File: src/sv/gslf_pkg.sv
// Shared types and constants for the shadowed grid light unit.
// Used by gslf_falloff and grid_shadowed_light_falloff_unit; depends on nothing.
package gslf_pkg;

    localparam int MAP_DIM_DEF    = 256;
    localparam int MAX_RADIUS_DEF = 31;

    localparam logic [2:0] CFG_ORIGIN_X  = 3'd0;
    localparam logic [2:0] CFG_ORIGIN_Y  = 3'd1;
    localparam logic [2:0] CFG_RADIUS    = 3'd2;
    localparam logic [2:0] CFG_MAP_W     = 3'd3;
    localparam logic [2:0] CFG_MAP_H     = 3'd4;
    localparam logic [2:0] CFG_COLOR     = 3'd5;
    localparam logic [2:0] CFG_EXPONENT  = 3'd6;

    localparam logic       KIND_WRITE    = 1'b0;
    localparam logic [15:0] EXP_ONE      = 16'd4096;
    localparam logic [16:0] ONE_Q16      = 17'h10000;
    localparam logic [15:0] EXP_C1       = 16'd43024;
    localparam logic [15:0] EXP_C2       = 16'd22512;

    typedef struct packed {
        logic       kind;
        logic [7:0] tile_x;
        logic [7:0] tile_y;
        logic       solid_all_layers;
        logic       blocks_light;
    } t_in_item;

    typedef struct packed {
        logic        lit;
        logic [15:0] red_gain;
        logic [15:0] green_gain;
        logic [15:0] blue_gain;
        logic [15:0] alpha_gain;
    } t_out_item;

    typedef struct packed {
        logic        start;
        logic [10:0] d2;
        logic [4:0]  radius;
        logic [15:0] expo;
    } t_fo_req;

    typedef struct packed {
        logic        done;
        logic [16:0] fo;
    } t_fo_rsp;

    typedef enum logic [2:0] {
        ST_CLEAR, ST_IDLE, ST_CHK, ST_WALK, ST_FALL, ST_GAIN, ST_DONE
    } t_state;

    typedef enum logic [3:0] {
        FO_IDLE, FO_DIV, FO_LOGD, FO_LOGR, FO_MULT, FO_CMP,
        FO_EXPA, FO_EXPB, FO_EXPC, FO_DONE
    } t_fo_state;

endpackage

File: src/sv/gslf_falloff.sv
// Sequential falloff unit: restoring divider, squaring log2 and exp2 polynomial.
// Depends on gslf_pkg for request and response types and constants.
module gslf_falloff import gslf_pkg::*; (
    input  logic    i_clk,
    input  logic    i_rst_n,
    input  t_fo_req i_req,
    output t_fo_rsp o_rsp
);

    t_fo_state   r_state, n_state;
    logic [4:0]  r_cnt, n_cnt;
    logic [26:0] r_dq, n_dq;
    logic [4:0]  r_rem, n_rem;
    logic [30:0] r_m, n_m;
    logic [3:0]  r_k, n_k;
    logic [15:0] r_frac, n_frac;
    logic [19:0] r_l, n_l;
    logic [18:0] r_lr, n_lr;
    logic [23:0] r_t, n_t;
    logic [2:0]  r_i, n_i;
    logic [15:0] r_g, n_g;
    logic [31:0] r_gg, n_gg;
    logic [31:0] r_c1g, n_c1g;
    logic [30:0] r_c2, n_c2;
    logic [16:0] r_fo, n_fo;
    logic [4:0]  r_r, n_r;
    logic [15:0] r_e, n_e;

    logic [5:0]  rem_sh;
    logic        qbit;
    logic [26:0] q_n;
    logic [61:0] sq;
    logic [31:0] sq_s;
    logic        lbit;
    logic [30:0] m_step;
    logic [15:0] frac_n;
    logic [3:0]  ik;
    logic [30:0] im;
    logic [10:0] init_n;
    logic [18:0] nq;
    logic [32:0] psum;
    logic [17:0] pval;

    function automatic logic [3:0] msb_idx(input logic [10:0] n);
        logic [3:0] idx;
        idx = 4'd0;
        for (int b = 0; b < 11; b++) begin
            if (n[b]) idx = 4'(b);
        end
        return idx;
    endfunction

    always_ff @(posedge i_clk) begin
        if (!i_rst_n) begin
            r_state <= FO_IDLE;
        end else begin
            r_state <= n_state;
        end
        r_cnt <= n_cnt;   r_dq <= n_dq;     r_rem <= n_rem;   r_m <= n_m;
        r_k <= n_k;       r_frac <= n_frac; r_l <= n_l;       r_lr <= n_lr;
        r_t <= n_t;       r_i <= n_i;       r_g <= n_g;       r_gg <= n_gg;
        r_c1g <= n_c1g;   r_c2 <= n_c2;     r_fo <= n_fo;     r_r <= n_r;
        r_e <= n_e;
    end

    always_comb begin
        rem_sh = {r_rem, r_dq[26]};
        qbit   = rem_sh >= {1'b0, r_r};
        q_n    = {r_dq[25:0], qbit};
        sq     = 62'(r_m) * 62'(r_m);
        sq_s   = sq[61:30];
        lbit   = sq_s[31];
        m_step = lbit ? sq_s[31:1] : sq_s[30:0];
        frac_n = {r_frac[14:0], lbit};
        init_n = (r_state == FO_LOGD) ? {6'd0, r_r} : i_req.d2;
        ik     = msb_idx(init_n);
        im     = 31'(({30'd0, init_n} << 30) >> ik);
        nq     = r_lr - r_t[18:0];
        psum   = 33'(r_c1g) + 33'(r_c2);
        pval   = 18'(ONE_Q16) + 18'(psum >> 16);
    end

    always_comb begin
        n_state = r_state; n_cnt = r_cnt; n_dq = r_dq; n_rem = r_rem; n_m = r_m;
        n_k = r_k; n_frac = r_frac; n_l = r_l; n_lr = r_lr; n_t = r_t; n_i = r_i;
        n_g = r_g; n_gg = r_gg; n_c1g = r_c1g; n_c2 = r_c2; n_fo = r_fo;
        n_r = r_r; n_e = r_e;
        o_rsp = '{done: 1'b0, fo: r_fo};
        unique case (r_state)
            FO_IDLE: begin
                if (i_req.start) begin
                    n_r = i_req.radius;
                    n_e = i_req.expo;
                    n_rem = '0;
                    n_cnt = 5'd26;
                    n_frac = '0;
                    n_k = ik;
                    n_m = im;
                    if (i_req.expo == '0) begin
                        n_dq = 27'(ONE_Q16);
                        n_state = FO_DIV;
                    end else if (i_req.d2 == '0) begin
                        n_fo = '0;
                        n_state = FO_DONE;
                    end else if (i_req.expo == EXP_ONE) begin
                        n_dq = {i_req.d2, 16'd0};
                        n_state = FO_DIV;
                    end else begin
                        n_cnt = 5'd15;
                        n_state = FO_LOGD;
                    end
                end
            end
            FO_DIV: begin
                n_rem = qbit ? 5'(rem_sh - {1'b0, r_r}) : rem_sh[4:0];
                n_dq = q_n;
                n_cnt = r_cnt - 5'd1;
                if (r_cnt == '0) begin
                    n_fo = (q_n > 27'(ONE_Q16)) ? ONE_Q16 : q_n[16:0];
                    n_state = FO_DONE;
                end
            end
            FO_LOGD: begin
                n_m = m_step;
                n_frac = frac_n;
                n_cnt = r_cnt - 5'd1;
                if (r_cnt == '0) begin
                    n_l = {r_k, frac_n};
                    n_k = ik;
                    n_m = im;
                    n_frac = '0;
                    n_cnt = 5'd15;
                    n_state = FO_LOGR;
                end
            end
            FO_LOGR: begin
                n_m = m_step;
                n_frac = frac_n;
                n_cnt = r_cnt - 5'd1;
                if (r_cnt == '0) begin
                    n_lr = {r_k[2:0], frac_n};
                    n_state = FO_MULT;
                end
            end
            FO_MULT: begin
                n_t = 24'((36'(r_l) * 36'(r_e)) >> 12);
                n_state = FO_CMP;
            end
            FO_CMP: begin
                n_i = nq[18:16];
                n_g = 16'(ONE_Q16 - {1'b0, nq[15:0]});
                if (r_t >= 24'(r_lr)) begin
                    n_fo = ONE_Q16;
                    n_state = FO_DONE;
                end else if (nq[15:0] == '0) begin
                    n_fo = ONE_Q16 >> nq[18:16];
                    n_state = FO_DONE;
                end else begin
                    n_state = FO_EXPA;
                end
            end
            FO_EXPA: begin
                n_gg = 32'(r_g) * 32'(r_g);
                n_c1g = 32'(EXP_C1) * 32'(r_g);
                n_state = FO_EXPB;
            end
            FO_EXPB: begin
                n_c2 = 31'((48'(EXP_C2) * 48'(r_gg)) >> 16);
                n_state = FO_EXPC;
            end
            FO_EXPC: begin
                n_fo = 17'(pval >> (4'(r_i) + 4'd1));
                n_state = FO_DONE;
            end
            FO_DONE: begin
                o_rsp.done = 1'b1;
                n_state = FO_IDLE;
            end
            default: n_state = FO_IDLE;
        endcase
    end

endmodule

File: config.mk
export PLATFORM = sky130hd
export DESIGN_NAME = gslf_falloff
export DESIGN_NICKNAME = d
export VERILOG_FILES = /design/src/sv/gslf_pkg.sv /design/src/sv/gslf_falloff.sv
export SDC_FILE = /design/constraint.sdc
export NUM_CORES = 2
export LEC_CHECK = 0
export BUFFER_PORTS_ARGS = -buffer_cell sky130_fd_sc_hd__buf_2
export CAP_MARGIN = 10
export CORE_ASPECT_RATIO = 0.9
export CORE_MARGIN = 1
export CORE_UTILIZATION = 50
export DETAILED_ROUTE_END_ITERATION = 16
export GPL_TIMING_DRIVEN = 0
export PLACE_DENSITY = 0.69
export SETUP_SLACK_MARGIN = 0.3
export SYNTH_ARGS = -nofsm -noshare
export SYNTH_HDL_FRONTEND = slang
export SYNTH_SLANG_ARGS = --single-unit
File: constraint.sdc
create_clock -name i_clk -period 16.5 [get_ports i_clk]
set_input_delay 0.825 -clock i_clk [delete_from_list [all_inputs] [get_ports i_clk]]
set_output_delay 0.825 -clock i_clk [all_outputs]
set_load 0.005 [all_outputs]
==> results.txt <==
Status = completed
Yosys top cell by area = fa_1
Gpl congestion = 0.9936
PortBufs = 51
CTS tree = done
CORE AREA = 132,000 um^2
Sequential-to-total area share from yosys stat = 0.1322
Largest net degree at the start of global routing = 44
Final Cycle Share = 0.6565
Synth cell types = 95
CTS Buf Count = 34
Die Height = 349.1 um
Hold endpoint = r_l[19]
Design area = 70,640 um^2
Crit start category = flip-flop
Die Area = 135,300 um^2
Min cycle time layout = 10.83 ns
Slew at the pin closest to its max-slew limit = 1.387 ns
Syn-to-layout area delta = 5.572%
Post-synth top flop = edfxtp_1
Fmax = 0.09232 GHz
Initial antenna violation count = 11
Setup Buffers After CTS = 0
# rows = 126
R2R depth = 29
Slowest cell on crit path = clkbuf_1
WP buf/inv = 8
Mean post-synth cell area = 9.862 um^2
Area share of the largest cell type after synthesis = 0.4126
Slew Limit Headroom = 0.07506
Fin. Hold Viols = 0
Cts hold-fix bufs = 0
Worst r2r dst = r_m[11]
Layout cells sized above 1 = 0.02780
Starting DRT DRC Count = 3,695
CP peak stage delay = 1.00 ns
Setup CP Type = reg2reg
CP max FO = 10
Hold crit path type = reg2reg
Vias/cell = 5.458
Asr flop ratio synth = 0
Synth Cell Area = 66,920 um^2
Sink Count = 296
Post-DR wirelength/cell = 20.44 um
Fill cells = 11,660
H-tree depth = 2
Hold path startpoint = r_k[3]
Latest clock arrival within the worst-skew pair = 0.57 ns
Reg-to-Reg Start = r_m[13]
Hold path depth = 0
Nets = 9,062
DRC = 0
WP data arrival = 11.18 ns
CP Capture Type = flip-flop
Cells after Synth = 6,785
GR Overflow Total = 0
# resized after CTS = 0
Clock transition at path regs = 0.06 ns
Drt first pass iters = 6
Top cell by count, worst path = fa_1
Post-DP HPWL = 146,500 um
FF+latch count, synth = 296
Chip width = 387.6 um
# setup viols final = 0
Placed cell areas = 69,520 um^2
Clock Path Buffers = 3
Yosys Warn Count = 0
Vias post-DR = 47,150
Total global-route track usage = 0.2706
Root Driver = clkbuf_16
Pins Over Slew Limit = 0
Clock Skew = 0.03267 ns
Worst reg-to-reg setup slack = 5.67 ns
Starting Density = 0.5071
Number of synthesized flops with an enable pin = 292
Hold slack final = 0.4327 ns
MaxCap Viol Count = 0
Number of global-route vias before repair = 50,990
Wirelength, routed = 176,600 um
Post-route ant nets = 0
Delay-heaviest family, CP = adder cells
Num ports = 53
Required time of the critical path = 16.85 ns
Unrepaired setup endpoints after global routing = false
Final TNS setup = 0 ns
Top cells by area, synth = fa_1 41%, ha_1 14%, edfxtp_1 13%
First-pass GRT wire length = 283,200 um
logic make-up after synthesis:
logic type	share of synthesized area
muxes	0.005871
AOI/OAI and AO/OA	0.06182
adders and majority gates	0.5552
DFF	0.1322
and+or+nand+nor	0.1082
xor gates and xnor gates	0.02423
buffers and inverters	0.1124
other	0.00005604
through the flow:
step	setup WS [ns]	util	instances
2_1_floorplan	8.370	-	6786
3_3_place_gp	6.146	0.5255	8565
3_5_place_dp	6.132	0.5268	8576
4_1_cts	6.069	0.5351	8634
5_1_grt	5.511	0.5353	8636
6_report	5.668	0.5354	8639
layout by cell type (no fill, tap or decap), drive strengths merged, types with 25 or more instances in the layout:
cell type and instances:
edfxtp 292, inv 1787, a21o 98, a21oi 194, buf 81, ha 763, and2 352, clkbuf 229
xnor2 121, nand3 64, xor2 62, o21ai 86, nor2b 25, nor3 57, nand4 28, mux2i 25
and3 26, fa 1379, nand2 654, o21a 28, nor2 207
layer usage:
metal	GRT usage	routed length (um)
met1	0.3685	73400
met2	0.4330	80300
met3	0.05340	15810
met4	0.09273	7068
met5	0	38
synthesized netlist by cell type (all sizes together) (22+ instances only):
| cell type | count |
|---|---|
| inv | 1784 |
| fa | 1379 |
| ha | 763 |
| nand2 | 654 |
| and2 | 352 |
| edfxtp | 292 |
| nor2 | 207 |
| a21oi | 194 |
| clkbuf | 186 |
| xnor2 | 121 |
| a21o | 98 |
| o21ai | 86 |
| nand3 | 64 |
| xor2 | 62 |
| nor3 | 57 |
| nand4 | 28 |
| o21a | 28 |
| and3 | 26 |
| mux2i | 25 |
| nor2b | 25 |
| a31oi | 23 |
| a211oi | 22 |
| nand2b | 22 |
| o21bai | 22 |
| or2 | 22 |
flip-flops by register name (all words and copies together) (netlist names), 17 cells and up:
| register | cells |
|---|---|
| r_dq | 27 |
| r_gg | 31 |
| r_lr | 19 |
| r_c2 | 27 |
| r_m | 31 |
| r_t | 24 |
| r_c1g | 27 |
| r_l | 20 |
| r_fo | 17 |
how the worst max path moves through the flow:
stage,from,to,slack (ns),cells after the start
2_1_floorplan,r_m[9],r_m[25],8.37,30
5_1_grt,r_m[13],r_m[11],5.51,29
3_5_place_dp,r_m[13],r_m[12],6.13,29
3_3_place_gp,r_m[13],r_m[11],6.15,29
4_1_cts,r_m[13],r_m[12],6.07,29
6_report,r_m[13],r_m[11],5.67,29
final cells by class:
cell class	count	area (um^2)	share of cell area
diodes	4	10.01	0.0001417
plain buffers	204	799.5	0.01132
clock buffers	43	948.4	0.01343
clock inverters	15	140.1	0.001984
inverters	1790	6721	0.09515
multi-input cells	4496	50580	0.7160
flip-flops and latches	296	8848	0.1253
well taps	1728	2162	0.03061
repair buffers	63	430.4	0.006093
Power is left out: the tool's default activity adds up to more than one toggle a clock period on the data nets, which glitch-free logic cannot reach.
